`src/hw/rtl/clr_pkg.sv`:
```
// shared types and constants for the clipped line rasterizer
`default_nettype none

package clr_pkg;

	localparam int MAX_SCREEN_DIM = 64;
	localparam int COORD_W        = 8;
	localparam int POS_W          = COORD_W + 1;
	localparam int ERR_W          = POS_W + 2;
	localparam int SPAN_W         = POS_W + 1;
	localparam int DIM_W          = 7;
	localparam int PIX_W          = 6;
	localparam int ADDR_W         = 12;
	localparam int COLOR_W        = 32;
	localparam int CFG_INDEX_W    = 2;
	localparam int QUEUE_DEPTH    = 2;
	localparam int QPTR_W         = $clog2(QUEUE_DEPTH);
	localparam int QCNT_W         = $clog2(QUEUE_DEPTH + 1);

	localparam logic [CFG_INDEX_W-1:0] REG_SCREEN_WIDTH  = CFG_INDEX_W'(0);
	localparam logic [CFG_INDEX_W-1:0] REG_SCREEN_HEIGHT = CFG_INDEX_W'(1);

	localparam logic [DIM_W-1:0] DIM_MAX = DIM_W'(MAX_SCREEN_DIM);

	typedef struct packed {
		logic signed [COORD_W-1:0] start_x;
		logic signed [COORD_W-1:0] start_y;
		logic signed [COORD_W-1:0] end_x;
		logic signed [COORD_W-1:0] end_y;
		logic        [COLOR_W-1:0] line_color;
	} line_cmd_t;

	typedef struct packed {
		logic [PIX_W-1:0]   pixel_x;
		logic [PIX_W-1:0]   pixel_y;
		logic [ADDR_W-1:0]  pixel_address;
		logic [COLOR_W-1:0] pixel_color;
		logic               last_pixel;
	} pixel_t;

	// setup record handed from the front to the walker
	typedef struct packed {
		logic                    steep;
		logic signed [POS_W-1:0] major_pos;
		logic signed [POS_W-1:0] major_end;
		logic signed [POS_W-1:0] minor_pos;
		logic [SPAN_W-1:0]       error_incr;
		logic [SPAN_W-1:0]       twice_major_span;
		logic                    minor_step_down;
		logic [COLOR_W-1:0]      color;
	} walk_cmd_t;

	typedef struct packed {
		logic [DIM_W-1:0] width;
		logic [DIM_W-1:0] height;
	} screen_t;

	typedef enum logic [0:0] {
		WALK_IDLE,
		WALK_RUN
	} walk_state_t;

endpackage

`default_nettype wire

```
`src/hw/rtl/clr_front.sv`:
```
// line setup: steepness, endpoint ordering and step constants
`default_nettype none

module clr_front (
	input  wire                  clk,
	input  wire                  arst_n,
	input  wire                  cmd_valid,
	output logic                 cmd_ready,
	input  clr_pkg::line_cmd_t   cmd,
	output logic                 rec_valid,
	input  wire                  rec_ready,
	output clr_pkg::walk_cmd_t   rec
);
	import clr_pkg::*;

	logic signed [POS_W-1:0] sx, sy, ex, ey;
	logic signed [POS_W-1:0] dx, dy, a0, a1, b0, b1, dmajor, dminor;
	logic [POS_W-1:0]        adx, ady, adminor;
	logic                    steep, swap;
	walk_cmd_t               setup;
	walk_cmd_t               rec_s1;
	logic                    valid_s1;

	always_comb begin
		sx = POS_W'(cmd.start_x);
		sy = POS_W'(cmd.start_y);
		ex = POS_W'(cmd.end_x);
		ey = POS_W'(cmd.end_y);
		dx = ex - sx;
		dy = ey - sy;
		adx = dx[POS_W-1] ? $unsigned(-dx) : $unsigned(dx);
		ady = dy[POS_W-1] ? $unsigned(-dy) : $unsigned(dy);
		steep = adx < ady;
		// transpose steep lines so the walk always runs along the major axis
		a0 = steep ? sy : sx;
		b0 = steep ? sx : sy;
		a1 = steep ? ey : ex;
		b1 = steep ? ex : ey;
		swap = a0 > a1;
		if (swap) begin
			a0 = steep ? ey : ex;
			b0 = steep ? ex : ey;
			a1 = steep ? sy : sx;
			b1 = steep ? sx : sy;
		end
		dmajor = a1 - a0;
		dminor = b1 - b0;
		adminor = dminor[POS_W-1] ? $unsigned(-dminor) : $unsigned(dminor);

		setup.steep            = steep;
		setup.major_pos        = a0;
		setup.major_end        = a1;
		setup.minor_pos        = b0;
		setup.error_incr       = {adminor, 1'b0};
		setup.twice_major_span = {dmajor, 1'b0};
		setup.minor_step_down  = !(b1 > b0);
		setup.color            = cmd.line_color;
	end

	assign cmd_ready = !valid_s1 || rec_ready;

	always_ff @(posedge clk or negedge arst_n) begin
		if (!arst_n) begin
			valid_s1 <= 1'b0;
		end else if (cmd_ready) begin
			valid_s1 <= cmd_valid;
		end
	end

	always_ff @(posedge clk) begin
		if (cmd_valid && cmd_ready) begin
			rec_s1 <= setup;
		end
	end

	assign rec_valid = valid_s1;
	assign rec       = rec_s1;

endmodule

`default_nettype wire

```
`src/hw/rtl/clr_queue.sv`:
```
// small fifo of setup records between front and walker
`default_nettype none

module clr_queue (
	input  wire                  clk,
	input  wire                  arst_n,
	input  wire                  push_valid,
	output logic                 push_ready,
	input  clr_pkg::walk_cmd_t   push_data,
	output logic                 pop_valid,
	input  wire                  pop_ready,
	output clr_pkg::walk_cmd_t   pop_data
);
	import clr_pkg::*;

	walk_cmd_t         mem_q [QUEUE_DEPTH];
	logic [QPTR_W-1:0] wr_ptr_q, rd_ptr_q;
	logic [QCNT_W-1:0] count_q;
	logic              do_push, do_pop;

	assign push_ready = count_q != QCNT_W'(QUEUE_DEPTH);
	assign pop_valid  = count_q != '0;
	assign pop_data   = mem_q[rd_ptr_q];
	assign do_push    = push_valid && push_ready;
	assign do_pop     = pop_valid && pop_ready;

	always_ff @(posedge clk or negedge arst_n) begin
		if (!arst_n) begin
			wr_ptr_q <= '0;
			rd_ptr_q <= '0;
			count_q  <= '0;
		end else begin
			if (do_push) begin
				wr_ptr_q <= (wr_ptr_q == QPTR_W'(QUEUE_DEPTH - 1)) ? '0 : wr_ptr_q + 1'b1;
			end
			if (do_pop) begin
				rd_ptr_q <= (rd_ptr_q == QPTR_W'(QUEUE_DEPTH - 1)) ? '0 : rd_ptr_q + 1'b1;
			end
			unique case ({do_push, do_pop})
				2'b10:   count_q <= count_q + 1'b1;
				2'b01:   count_q <= count_q - 1'b1;
				default: count_q <= count_q;
			endcase
		end
	end

	always_ff @(posedge clk) begin
		if (do_push) begin
			mem_q[wr_ptr_q] <= push_data;
		end
	end

	a_count_bound: assert property (@(posedge clk) disable iff (!arst_n)
		count_q <= QCNT_W'(QUEUE_DEPTH))
		else $error("setup queue count beyond depth");

endmodule

`default_nettype wire

```
`src/hw/rtl/clr_walker.sv`:
```
// bresenham walker with clipping, last-pixel hold and output register
`default_nettype none

module clr_walker (
	input  wire                  clk,
	input  wire                  arst_n,
	input  clr_pkg::screen_t     screen,
	input  wire                  rec_valid,
	output logic                 rec_ready,
	input  clr_pkg::walk_cmd_t   rec,
	output logic                 pix_valid,
	input  wire                  pix_ready,
	output clr_pkg::pixel_t      pix
);
	import clr_pkg::*;

	walk_state_t             state_q, state_d;
	logic                    steep_q, step_down_q;
	logic signed [POS_W-1:0] major_pos_q, major_end_q, minor_pos_q;
	logic [ERR_W-1:0]        error_acc_q;
	logic [SPAN_W-1:0]       error_incr_q, twice_span_q;
	logic [COLOR_W-1:0]      color_q;
	logic                    held_valid_q;
	logic [PIX_W-1:0]        held_x_q, held_y_q;
	logic                    out_valid_q;
	pixel_t                  out_q;

	logic                    done, vis, slot_free;
	logic signed [POS_W-1:0] px, py;
	logic [ERR_W-1:0]        acc_sum, acc_next;
	logic                    pop, step, emit, emit_last;
	logic [ADDR_W+PIX_W-4:0] addr_full;

	always_comb begin
		done = !(major_pos_q < major_end_q);
		px = steep_q ? minor_pos_q : major_pos_q;
		py = steep_q ? major_pos_q : minor_pos_q;
		vis = !px[POS_W-1] && ($unsigned(px) < POS_W'(screen.width))
			&& !py[POS_W-1] && ($unsigned(py) < POS_W'(screen.height));
		slot_free = !out_valid_q || pix_ready;
		acc_sum = error_acc_q + ERR_W'(error_incr_q);
		acc_next = (acc_sum >= ERR_W'(twice_span_q)) ? acc_sum - ERR_W'(twice_span_q) : acc_sum;
		addr_full = (ADDR_W+PIX_W-3)'(held_x_q)
			+ (ADDR_W+PIX_W-3)'(held_y_q) * (ADDR_W+PIX_W-3)'(screen.width);
	end

	// next state
	always_comb begin
		state_d = state_q;
		unique case (state_q)
			WALK_IDLE: begin
				if (rec_valid) state_d = WALK_RUN;
			end
			WALK_RUN: begin
				if (done && (!held_valid_q || slot_free)) state_d = WALK_IDLE;
			end
			default: state_d = WALK_IDLE;
		endcase
	end

	// control outputs
	always_comb begin
		pop       = 1'b0;
		step      = 1'b0;
		emit      = 1'b0;
		emit_last = 1'b0;
		unique case (state_q)
			WALK_IDLE: begin
				pop = rec_valid;
			end
			WALK_RUN: begin
				if (!done) begin
					// a new visible pixel releases the held one, so it needs the slot
					emit = vis && held_valid_q && slot_free;
					step = !(vis && held_valid_q) || slot_free;
				end else begin
					emit      = held_valid_q && slot_free;
					emit_last = emit;
				end
			end
			default: ;
		endcase
	end

	assign rec_ready = pop;

	always_ff @(posedge clk or negedge arst_n) begin
		if (!arst_n) begin
			state_q      <= WALK_IDLE;
			held_valid_q <= 1'b0;
			out_valid_q  <= 1'b0;
		end else begin
			state_q <= state_d;
			if (pop) begin
				held_valid_q <= 1'b0;
			end else if (step && vis) begin
				held_valid_q <= 1'b1;
			end else if (emit_last) begin
				held_valid_q <= 1'b0;
			end
			if (emit) begin
				out_valid_q <= 1'b1;
			end else if (pix_ready) begin
				out_valid_q <= 1'b0;
			end
		end
	end

	always_ff @(posedge clk) begin
		if (pop) begin
			steep_q      <= rec.steep;
			major_pos_q  <= rec.major_pos;
			major_end_q  <= rec.major_end;
			minor_pos_q  <= rec.minor_pos;
			error_acc_q  <= '0;
			error_incr_q <= rec.error_incr;
			twice_span_q <= rec.twice_major_span;
			step_down_q  <= rec.minor_step_down;
			color_q      <= rec.color;
		end else if (step) begin
			if (vis) begin
				held_x_q <= px[PIX_W-1:0];
				held_y_q <= py[PIX_W-1:0];
			end
			error_acc_q <= acc_next;
			if (acc_sum >= ERR_W'(twice_span_q)) begin
				minor_pos_q <= step_down_q ? minor_pos_q - POS_W'(1) : minor_pos_q + POS_W'(1);
			end
			major_pos_q <= major_pos_q + POS_W'(1);
		end
		if (emit) begin
			out_q.pixel_x       <= held_x_q;
			out_q.pixel_y       <= held_y_q;
			out_q.pixel_address <= addr_full[ADDR_W-1:0];
			out_q.pixel_color   <= color_q;
			out_q.last_pixel    <= emit_last;
		end
	end

	assign pix_valid = out_valid_q;
	assign pix       = out_q;

	a_err_bound: assert property (@(posedge clk) disable iff (!arst_n)
		(state_q == WALK_RUN && !done) |-> (error_acc_q < ERR_W'(twice_span_q)))
		else $error("error accumulator out of range during walk");

	a_pop_starts_walk: assert property (@(posedge clk) disable iff (!arst_n)
		pop |=> (state_q == WALK_RUN && !held_valid_q))
		else $error("record pop did not start a clean walk");

	a_last_clears_hold: assert property (@(posedge clk) disable iff (!arst_n)
		emit_last |=> (state_q == WALK_IDLE && !held_valid_q && pix_valid && pix.last_pixel))
		else $error("last pixel left the walker in a bad state");

endmodule

`default_nettype wire

```
`src/hw/rtl/clipped_line_rasterizer.sv`:
```
// top level of the clipped line rasterizer: config registers, front, queue and walker
`default_nettype none

// Clipped Bresenham line rasterizer. Each request on cmd carries two signed
// 8-bit endpoints and a 32-bit color; the block returns, on pix, every pixel
// of the integer Bresenham walk that lies inside the configured screen, with
// its word address x + y * screen_width, and flags the last visible one. The
// endpoint with the larger major-axis coordinate is never drawn, and a line
// that is empty or fully clipped returns nothing. The front registers each
// request and hands a setup record to a two-deep queue, so up to three
// requests can be waiting while one is walked. The walker makes one
// Bresenham step per cycle unless a new visible pixel finds the output
// register full and pix_ready low. For each line it takes the record, walks
// the major span and then releases the held last pixel. At most one pixel
// leaves per cycle. screen_width and screen_height (index 0 and 1 on cfg)
// reset to 64; values above 64 act as 64, and zero hides everything. Write
// them only while the block is idle.

module clipped_line_rasterizer (
	input  wire                                clk,
	input  wire                                arst_n,
	input  wire                                cfg_valid,
	output logic                               cfg_ready,
	input  wire [clr_pkg::CFG_INDEX_W-1:0]     cfg_index,
	input  wire [clr_pkg::DIM_W-1:0]           cfg_data,
	input  wire                                cmd_valid,
	output logic                               cmd_ready,
	input  clr_pkg::line_cmd_t                 cmd,
	output logic                               pix_valid,
	input  wire                                pix_ready,
	output clr_pkg::pixel_t                    pix
);
	import clr_pkg::*;

	logic [DIM_W-1:0] screen_width_q, screen_height_q;
	screen_t          screen;
	logic             front_valid, front_ready;
	walk_cmd_t        front_rec;
	logic             q_valid, q_ready;
	walk_cmd_t        q_rec;

	// config writes are always taken; unknown indexes are ignored
	assign cfg_ready = 1'b1;

	always_ff @(posedge clk or negedge arst_n) begin
		if (!arst_n) begin
			screen_width_q  <= DIM_MAX;
			screen_height_q <= DIM_MAX;
		end else if (cfg_valid && cfg_ready) begin
			unique case (cfg_index)
				REG_SCREEN_WIDTH:  screen_width_q  <= cfg_data;
				REG_SCREEN_HEIGHT: screen_height_q <= cfg_data;
				default: ;
			endcase
		end
	end

	// clamp to the largest supported screen
	always_comb begin
		screen.width  = (screen_width_q > DIM_MAX) ? DIM_MAX : screen_width_q;
		screen.height = (screen_height_q > DIM_MAX) ? DIM_MAX : screen_height_q;
	end

	// front: classify the line and build its walk record
	clr_front u_front (
		.clk       (clk),
		.arst_n    (arst_n),
		.cmd_valid (cmd_valid),
		.cmd_ready (cmd_ready),
		.cmd       (cmd),
		.rec_valid (front_valid),
		.rec_ready (front_ready),
		.rec       (front_rec)
	);

	// decouples setup from the walk so each side stalls on its own
	clr_queue u_queue (
		.clk        (clk),
		.arst_n     (arst_n),
		.push_valid (front_valid),
		.push_ready (front_ready),
		.push_data  (front_rec),
		.pop_valid  (q_valid),
		.pop_ready  (q_ready),
		.pop_data   (q_rec)
	);

	// back: one step per cycle while the output is not blocked, clipping and last-pixel detection
	clr_walker u_walker (
		.clk       (clk),
		.arst_n    (arst_n),
		.screen    (screen),
		.rec_valid (q_valid),
		.rec_ready (q_ready),
		.rec       (q_rec),
		.pix_valid (pix_valid),
		.pix_ready (pix_ready),
		.pix       (pix)
	);

endmodule

`default_nettype wire

```
`config.mk`:
```
export PLATFORM = sky130hd
export DESIGN_NAME = clipped_line_rasterizer
export DESIGN_NICKNAME = d
export VERILOG_FILES = /design/src/hw/rtl/clr_pkg.sv /design/src/hw/rtl/clr_front.sv /design/src/hw/rtl/clr_queue.sv /design/src/hw/rtl/clr_walker.sv /design/src/hw/rtl/clipped_line_rasterizer.sv
export SDC_FILE = /design/constraint.sdc
export NUM_CORES = 1
export LEC_CHECK = 0
export BUFFER_PORTS_ARGS = -buffer_cell sky130_fd_sc_hd__buf_2
export CAP_MARGIN = 20
export CELL_PAD_IN_SITES_DETAIL_PLACEMENT = 0
export CELL_PAD_IN_SITES_GLOBAL_PLACEMENT = 1
export CORE_ASPECT_RATIO = 1.4
export CORE_MARGIN = 8
export CORE_UTILIZATION = 50
export DETAILED_ROUTE_END_ITERATION = 10
export HOLD_SLACK_MARGIN = 0.06
export MAX_ROUTING_LAYER = met4
export PLACE_DENSITY = 0.79
export SLEW_MARGIN = 20
export SYNTH_ARGS = -nofsm -noshare
export SYNTH_HDL_FRONTEND = slang
export SYNTH_HIERARCHICAL = 1
export SYNTH_SLANG_ARGS = --single-unit
export TNS_END_PERCENT = 20
```
`constraint.sdc`:
```
create_clock -name clk -period 6.95 [get_ports clk]
set_clock_uncertainty 0.1 [all_clocks]
set_input_delay 0.3475 -clock clk [delete_from_list [all_inputs] [get_ports clk]]
set_output_delay 0.3475 -clock clk [all_outputs]
set_load 0.02 [all_outputs]
```
==> results of run 1 <==
-- worst reg2reg max path: cells and delay by family, from the launching register on --
kind	cells	cell delay, ns
and+or+nand+nor	3	0.57
DFF	1	0.72
adders and majority gates	5	2.32
xor gates and xnor gates	1	0.16
AOI/OAI and AO/OA	3	0.95
buffers and inverters	4	0.20
-- sequential cells by signal, summed over array words and instances, names as in the netlist, 2 cells and up --
signal	count
u_walker/twice_span_q	10
u_queue/count_q	2
u_walker/held_x_q	6
u_walker/color_q	32
screen_height_q	7
u_walker/minor_pos_q	9
u_walker/error_acc_q	11
u_walker/pix	57
u_front/rec	76
screen_width_q	7
u_walker/major_pos_q	9
u_queue/mem_q	162
u_walker/held_y_q	6
u_walker/major_end_q	9
u_walker/error_incr_q	10
-- cells in the mapped netlist (all sizes together), types with 19 or more instances --
| cell | instances | area (um^2) |
|---|---|---|
| edfxtp | 388 | 11650 |
| mux2 | 122 | 1685 |
| ha | 121 | 1514 |
| inv | 112 | 420.4 |
| nor2 | 98 | 367.9 |
| a21oi | 82 | 421.7 |
| nand2 | 82 | 307.8 |
| o21ai | 65 | 340.3 |
| xnor2 | 53 | 464.2 |
| mux2i | 39 | 394.1 |
| and2 | 38 | 240.2 |
| buf | 38 | 345.3 |
| xor2 | 33 | 289.0 |
| nor2b | 32 | 215.2 |
| fa | 29 | 580.6 |
| nand3 | 23 | 115.1 |
| dfrtp | 20 | 500.5 |
| a21o | 19 | 142.6 |
-- stage by stage --
step           cell area (um^2)  std cells
2_1_floorplan             21730       1581
3_3_place_gp              23950       2387
3_5_place_dp              23950       2387
4_1_cts                   25920       2509
5_1_grt                   26490       2537
6_report                  26490       2538
-- layout make-up --
cell class	instances	area (um^2)
Fill cell	3260	16410
Timing Repair Buffer	373	2643
Antenna cell	1	2.502
Tap cell	552	690.7
Clock buffer	43	1033
Multi-Input combinational cell	1003	8813
Inverter	112	434.2
Clock inverter	33	447.9
Sequential cell	421	12430
-- cell families after synthesis --
group / Yosys count
flops: 421
fa+ha+maj: 151
xor+xnor: 86
buf+inv: 158
simple gates: 348
other cells: 2
mux: 162
compound gates: 252
-- path summary, 6_finish.rpt --
check	from	endpoint	slack (ns)	cells past startpoint
setup / recovery	cmd[32]	u_front/rec[49]	0.04	39
hold / removal	pix_ready	u_walker/pix_valid	0.12	3
setup reg to reg	screen_width_q[6]	u_walker/pix[44]	1.69	16
hold reg to reg	u_walker/color_q[7]	u_walker/pix[8]	0.32	0
max in group asynchronous	arst_n	u_queue/rd_ptr_q	6.13	2
min in group asynchronous	arst_n	screen_width_q[2]	0.22	2
-- routing by layer --
layer / routed length, um / track usage (%) / vias to the layer above
met5: 0 / - / -
met4: 1881 / 8.269 / 0
met3: 1558 / 2.098 / 109
met2: 24840 / 34.18 / 264
met1: 17990 / 19.85 / 6441
li1: - / - / 6521
-- repair_timing --
action | CTS | global route
endpoints found under the hold margin | 69 | 0
setup endpoints to repair | 9 | 11
gates resized for setup | 9 | 74
hold buffers | 41 | 0
pin swaps | 4 | 36
gates cloned | 1 | 2
buffers inserted | 4 | 27
==> impl_metrics.py, run 1 <==
metrics = {
    "sta": {
        "finalHoldViolCount": 0,
        "period_needed_ns": 6.914,
        "tightest_slew_ns": 1.024,
        "finalCritPeriodShare_pct": 99.48,
        "maxSlewHeadroom_pct": 31.75,
        "grt_setup_unrepaired": "yes",
        "worst_hold_slack_ns": 0.1208,
        "maxSlewViolCount": 0,
        "setup_tns_ns": 0,
        "layout_setup_ws_ns": 0.03609,
        "clock.fmax_mhz": 144.6,
        "setup_violations": 0,
    },
    "floorplanning": {
        "die_y_um": 261.9,
        "start_util_pct": 50.32,
        "io_pins": 138,
        "chipWidth_um": 191.6,
        "core_um2": 42900,
        "row_count": 90,
        "die_area_um2": 50180,
    },
    "layout": {
        "mostFrequentLayoutCell": "edfxtp_1",
        "drive_gt1_share_pct": 31.64,
        "area_delta_synth_final_pct": 22.71,
        "mostFrequentLayoutCells": "388 x edfxtp_1, 183 x buf_4, 134 x buf_2, 113 x ha_1, 103 x inv_1",
        "post-route-util_pct": 61.75,
        "final_net_count": 2180,
    },
    "logic_synthesis": {
        "yosys.area_share.adder_pct": 9.747,
        "synth_mux_area_share_pct": 9.736,
        "synth_ff_type": "edfxtp_1",
        "synth-simple-area-share_pct": 8.246,
        "synth-seq-cells": 421,
        "yosysUniqueCellTypes": 89,
        "syn_area_um2": 21590,
        "synth.avg_cell_area_um2": 13.67,
        "yosysWarnings": 6,
        "syn_inst": 1580,
        "async_reset_ff_share_pct": 5.226,
        "synth_xor_area_share_pct": 3.489,
        "yosysSeqAreaShare_pct": 57.55,
        "synth-edff-count": 388,
        "synth_compound_area_share_pct": 7.516,
        "synth_top_family_by_area": "adder cells",
    },
    "critical_path": {
        "cp-start-kind": "primary input",
        "required_ns": 7.15,
        "crit_path_max_fanout": 11,
        "crit_family": "compound AO/OA/AOI/OAI gates",
        "cp.arrival_ns": 7.12,
        "crit_buf_inv": 10,
        "criticalPathCategory": "primary input to flip-flop",
        "cp_slowest_cell": "mux4_2",
        "cp_slowest_stage_delay_ns": 0.53,
        "cp-end-kind": "flip-flop",
    },
    "clocking": {
        "htree_levels": 2,
        "clk_latency_ns": 0.55,
        "cts.sinks": 421,
        "cts_made_buffers": 41,
        "clockBufferDepth": 3,
        "clkSlewWorstSetupHoldPaths_ns": 0.06,
        "ctsRootBufferMaster": "clkbuf_16",
        "cts_tree": "built",
    },
    "job": {
        "max-cap-violations": 0,
    },
    "routing": {
        "drc": 0,
        "initialDrtViolationCount": 488,
        "routed_wl_um": 46270,
        "antenna_left": 0,
        "post_drt_via_cell_ratio": 5.254,
        "first_pass_iters": 4,
        "dr_total_vias": 13340,
        "wl_per_cell_um": 18.23,
    },
    "placed_design": {
        "io_buffers": 136,
        "pre_cts_ws_ns": -0.9264,
        "place_hpwl_um": 33550,
        "globalplace.congestion": 0.9283,
    },
    "global_routing": {
        "antenna_found_initial": 0,
        "grt_pass1_vias": 13740,
        "grt_pass1_wl_um": 71510,
        "grt_overflow_total": 0,
        "grt_usage_pct": 18.59,
        "grt_max_degree": 61,
    },
    "run_status": {
        "outcome": "complete, no violations",
    },
    "worst_hold_path": {
        "hold_path_class": "primary input to flip-flop",
    },
}
Power of run 1 is left out: the tool's default activity adds up to more than one toggle a clock period on the data nets, which glitch-free logic cannot reach.
==> run 2, diff against run 1 <==
CORE_ASPECT_RATIO = not set   (was 1.4)
==> run 2 against run 1 <==
Against the previous run: non-clock buffer count fell by 16; first-iteration DRC count grew 67%; utilization fell by 0.40 points; highest routed layer unchanged; via count is 0.45% lower; critical endpoint is now u_front/rec[50].
==> impl_metrics.py, run 2 (synthesis results as in run 1) <==
metrics = {
    "critical_path": {
        "cp.arrival_ns": 7.14,
        "criticalPathCategory": "primary input to flip-flop",
        "crit_path_max_fanout": 7,
        "cp_slowest_stage_delay_ns": 0.45,
        "required_ns": 7.16,
        "cp-end-kind": "flip-flop",
        "regToRegSetupSlack_ns": 1.83,
        "crit_path_frequent_cell": "a21oi_2",
        "cp_slowest_cell": "or4_4",
        "cp-start-kind": "primary input",
    },
    "floorplanning": {
        "die_area_um2": 50090,
        "core_um2": 42890,
        "io_pins": 138,
        "die_y_um": 223.8,
        "chipWidth_um": 223.8,
        "start_util_pct": 50.34,
        "row_count": 76,
    },
    "global_routing": {
        "grt_overflow_total": 0,
        "grt_pass1_wl_um": 73820,
        "antenna_found_initial": 0,
        "grt_max_degree": 72,
        "grt_pass1_vias": 13790,
        "grt_usage_pct": 18.94,
    },
    "routing": {
        "first_pass_iters": 5,
        "routed_wl_um": 46820,
        "dr_total_vias": 13280,
        "drc": 0,
        "post_drt_via_cell_ratio": 5.198,
        "wl_per_cell_um": 18.33,
        "antenna_left": 0,
        "initialDrtViolationCount": 817,
    },
    "layout": {
        "area_delta_synth_final_pct": 21.85,
        "mostFrequentLayoutCells": "388 x edfxtp_1, 168 x buf_4, 135 x buf_2, 112 x ha_1, 106 x inv_1",
        "largest_reg_flops": 162,
        "n_fill_cell": 3288,
        "mostFrequentLayoutCell": "edfxtp_1",
        "final_net_count": 2165,
        "n_antenna_cell": 0,
        "drive_gt1_share_pct": 30.68,
        "fin_area_um2": 26310,
        "post-route-util_pct": 61.35,
        "top_register": "u_queue/mem_q",
    },
    "sta": {
        "layout_setup_ws_ns": 0.02693,
        "finalHoldViolCount": 0,
        "maxSlewHeadroom_pct": 32.30,
        "clock.fmax_mhz": 144.4,
        "setup_violations": 0,
        "tightest_slew_ns": 1.011,
        "grt_setup_unrepaired": "yes",
        "finalCritPeriodShare_pct": 99.61,
        "setup_tns_ns": 0,
        "maxSlewViolCount": 0,
        "period_needed_ns": 6.923,
    },
    "placed_design": {
        "globalplace.congestion": 0.8835,
        "placed_cell_area_um2": 24030,
        "place_hpwl_um": 33340,
        "pre_cts_ws_ns": -0.8333,
        "io_buffers": 136,
    },
    "clocking": {
        "ctsRootBufferMaster": "clkbuf_16",
        "clkSlewWorstSetupHoldPaths_ns": 0.06,
        "cts.sinks": 421,
        "cts_tree": "built",
        "clockBufferDepth": 3,
        "cts_made_buffers": 43,
        "clk_latency_ns": 0.57,
        "htree_levels": 2,
    },
    "worst_hold_path": {
        "hold_path_class": "primary input to flip-flop",
    },
    "run_status": {
        "outcome": "complete, no violations",
    },
    "job": {
        "max-cap-violations": 0,
    },
}
-- run 2: worst paths after layout --
kind	from	endpoint	cells past startpoint
worst min-delay path	cfg_index[1]	screen_width_q[1]	3
min in group asynchronous	arst_n	u_front/rec_valid	2
worst min register to register	u_walker/color_q[7]	u_walker/pix[8]	0
worst max-delay path	cmd[32]	u_front/rec[50]	42
max in group asynchronous	arst_n	u_queue/rd_ptr_q	2
worst max register to register	screen_width_q[6]	u_walker/pix[44]	16
-- run 2: area by class of cell --
class	instances	area [um^2]	area share, %
flip-flops and latches	421	12430	47.24
multi-input cells	1002	8835	33.58
repair buffers	357	2541	9.659
clock buffers	55	1151	4.375
well taps	585	732.0	2.782
inverters	112	426.7	1.622
clock inverters	22	195.2	0.7419
-- run 2: routing by layer --
layer	track usage, %	share of wire [%]	routed length [um]	up-vias
met5	-	0	0	-
met4	6.117	2.6	1232	0
met3	2.668	4.3	2034	74
met2	32.41	50	23520	307
met1	23.09	43	20040	6398
li1	-	-	-	6496
-- run 2: timing repair --
item / 4_1_cts / 5_1_grt
setup endpoints to repair: 9 / 11
cloned: 0 / 3
hold endpoints to repair: 70 / 0
hold buffers: 42 / 0
resized for setup: 5 / 73
buffers inserted: 1 / 8
pin swaps: 2 / 23
-- run 2: per-stage QoR --
step,hold slack [ns],cells
finish,0.1239,2554
global route,0.1308,2554
CTS,0.09187,2543
detailed placement,0.2559,2423
global placement,0.2385,2423
floorplan,-0.04809,1581
-- run 2: critical path: cells and delay by family --
family	cells	cell delay, ns
and+or+nand+nor	10	1.68
AOI/OAI and AO/OA	14	2.07
xor gates and xnor gates	2	0.26
adders and majority gates	6	1.52
buffers and inverters	8	0.84
muxes	2	0.40
Power of run 2 is left out for the same reason.
==> run 3, diff against run 2 <==
SETUP_SLACK_MARGIN = 0.2   (was not set)
==> run 3 against run 2 <==
Against the previous run: die area is the same; utilization grew 0.17 points; worst hold slack gained 0.00099 ns; sequential share of layout area shrank 0.13 points; register-to-register slack is essentially flat; maximum frequency shrank 0.57%; critical path depth grew 2; routed wire length shrank 0.15%; the run now ends with setup timing left; via count grew 0.36%.
==> impl_metrics.py, run 3 (synthesis results as in run 1) <==
metrics = {
    "placed_design": {
        "place_hpwl_um": 33340,
        "dp_cells": 2423,
        "globalplace.congestion": 0.8835,
        "io_buffers": 136,
    },
    "sta": {
        "period_needed_ns": 6.962,
        "maxSlewHeadroom_pct": 31.30,
        "grt_setup_unrepaired": "yes",
        "worst_hold_slack_ns": 0.1249,
        "setup_violations": 1,
        "tightest_slew_ns": 1.026,
        "maxSlewViolCount": 0,
        "layout_setup_ws_ns": -0.01246,
        "clock.fmax_mhz": 143.6,
        "finalHoldViolCount": 0,
        "finalCritPeriodShare_pct": 100.2,
    },
    "global_routing": {
        "grt_usage_pct": 19.18,
        "grt_pass1_wl_um": 74670,
        "grt_overflow_total": 0,
        "grt_pass1_vias": 13890,
        "antenna_found_initial": 0,
        "grt_max_degree": 72,
    },
    "floorplanning": {
        "start_util_pct": 50.34,
        "io_pins": 138,
        "core_um2": 42890,
        "chipWidth_um": 223.8,
        "die_y_um": 223.8,
        "row_count": 76,
        "die_area_um2": 50090,
    },
    "clocking": {
        "clk_latency_ns": 0.56,
        "clkSlewWorstSetupHoldPaths_ns": 0.06,
        "ctsRootBufferMaster": "clkbuf_16",
        "htree_levels": 2,
        "cts.sinks": 421,
        "clockBufferDepth": 3,
        "cts_made_buffers": 43,
        "cts_tree": "built",
    },
    "critical_path": {
        "cp-end-kind": "flip-flop",
        "crit_path_max_fanout": 12,
        "criticalPathCategory": "primary input to flip-flop",
        "cp_slowest_stage_delay_ns": 0.42,
        "cp_slowest_cell": "fa_2",
        "cp.arrival_ns": 7.14,
        "required_ns": 7.13,
        "cp-start-kind": "primary input",
    },
    "routing": {
        "initialDrtViolationCount": 721,
        "drc": 0,
        "dr_total_vias": 13320,
        "antenna_left": 0,
        "first_pass_iters": 5,
        "wl_per_cell_um": 18.23,
        "post_drt_via_cell_ratio": 5.194,
        "routed_wl_um": 46750,
    },
    "layout": {
        "mostFrequentLayoutCell": "edfxtp_1",
        "n_antenna_cell": 0,
        "fin_cells": 2565,
        "mostFrequentLayoutCells": "388 x edfxtp_1, 180 x buf_4, 135 x buf_2, 111 x ha_1, 107 x inv_1",
        "drive_gt1_share_pct": 30.86,
        "final_net_count": 2176,
        "area_delta_synth_final_pct": 22.20,
        "largest_reg_flops": 162,
        "top_register": "u_queue/mem_q",
    },
    "worst_hold_path": {
        "hold_path_class": "primary input to flip-flop",
    },
    "run_status": {
        "outcome": "complete, but fails checks",
        "violations": "setup timing",
    },
    "job": {
        "max-cap-violations": 0,
    },
}
run 3: final cells by class:
type	instances	area, um^2
fillers	3277	16500
flip-flops and latches	421	12430
multi-input cells	1002	8830
repair buffers	368	2618
clock buffers	55	1151
well taps	585	732.0
inverters	112	429.2
clock inverters	22	195.2
run 3: timing repair:
action | CTS | global route
hold endpoints to repair | 70 | 0
cloned | 1 | 0
endpoints found under the setup margin | 11 | 11
buffers inserted | 19 | 3
resized for setup | 50 | 28
pin swaps | 23 | 11
hold buffers | 42 | 0
run 3: per-layer routing:
metal	track usage, %	vias up	share of wire, %
li1	-	6517	-
met1	23.37	6433	43
met2	32.56	294	50
met3	2.694	79	4.1
met4	6.754	0	3.0
met5	-	-	0
run 3: final timing paths:
kind | startpoint | end | slack (ns) | depth (start not counted)
min in group asynchronous | arst_n | u_front/rec_valid | 0.19 | 2
worst max register to register | screen_width_q[6] | u_walker/pix[44] | 1.82 | 16
worst max-delay path | cmd[40] | u_front/rec[51] | -0.01 | 44
max in group asynchronous | arst_n | u_queue/rd_ptr_q | 6.18 | 2
worst min register to register | u_walker/color_q[7] | u_walker/pix[8] | 0.31 | 0
worst min-delay path | cfg_index[1] | screen_width_q[1] | 0.12 | 3
run 3: worst max-delay path: cells and delay by family:
family	cells	cell delay (ns)
AO/OA/AOI/OAI	11	1.91
XOR/XNOR	2	0.33
adder cells (fa/ha/maj)	5	1.44
buffers and inverters	11	1.24
multiplexers	3	0.65
AND/OR/NAND/NOR	12	1.20
run 3: stage by stage:
step | setup slack, ns | util [%] | TNS, ns | instance area (um^2)
6_report | -0.01246 | 61.52 | -0.01246 | 26380
5_1_grt | -0.3996 | 61.52 | -2.863 | 26380
4_1_cts | 0.1396 | 61.09 | 0 | 26200
3_5_place_dp | -0.8333 | 56.02 | -8.011 | 24030
3_3_place_gp | -0.5216 | 56.02 | -4.603 | 24030
2_1_floorplan | -0.6933 | - | -5.847 | 21730
Power of run 3 is left out for the same reason.
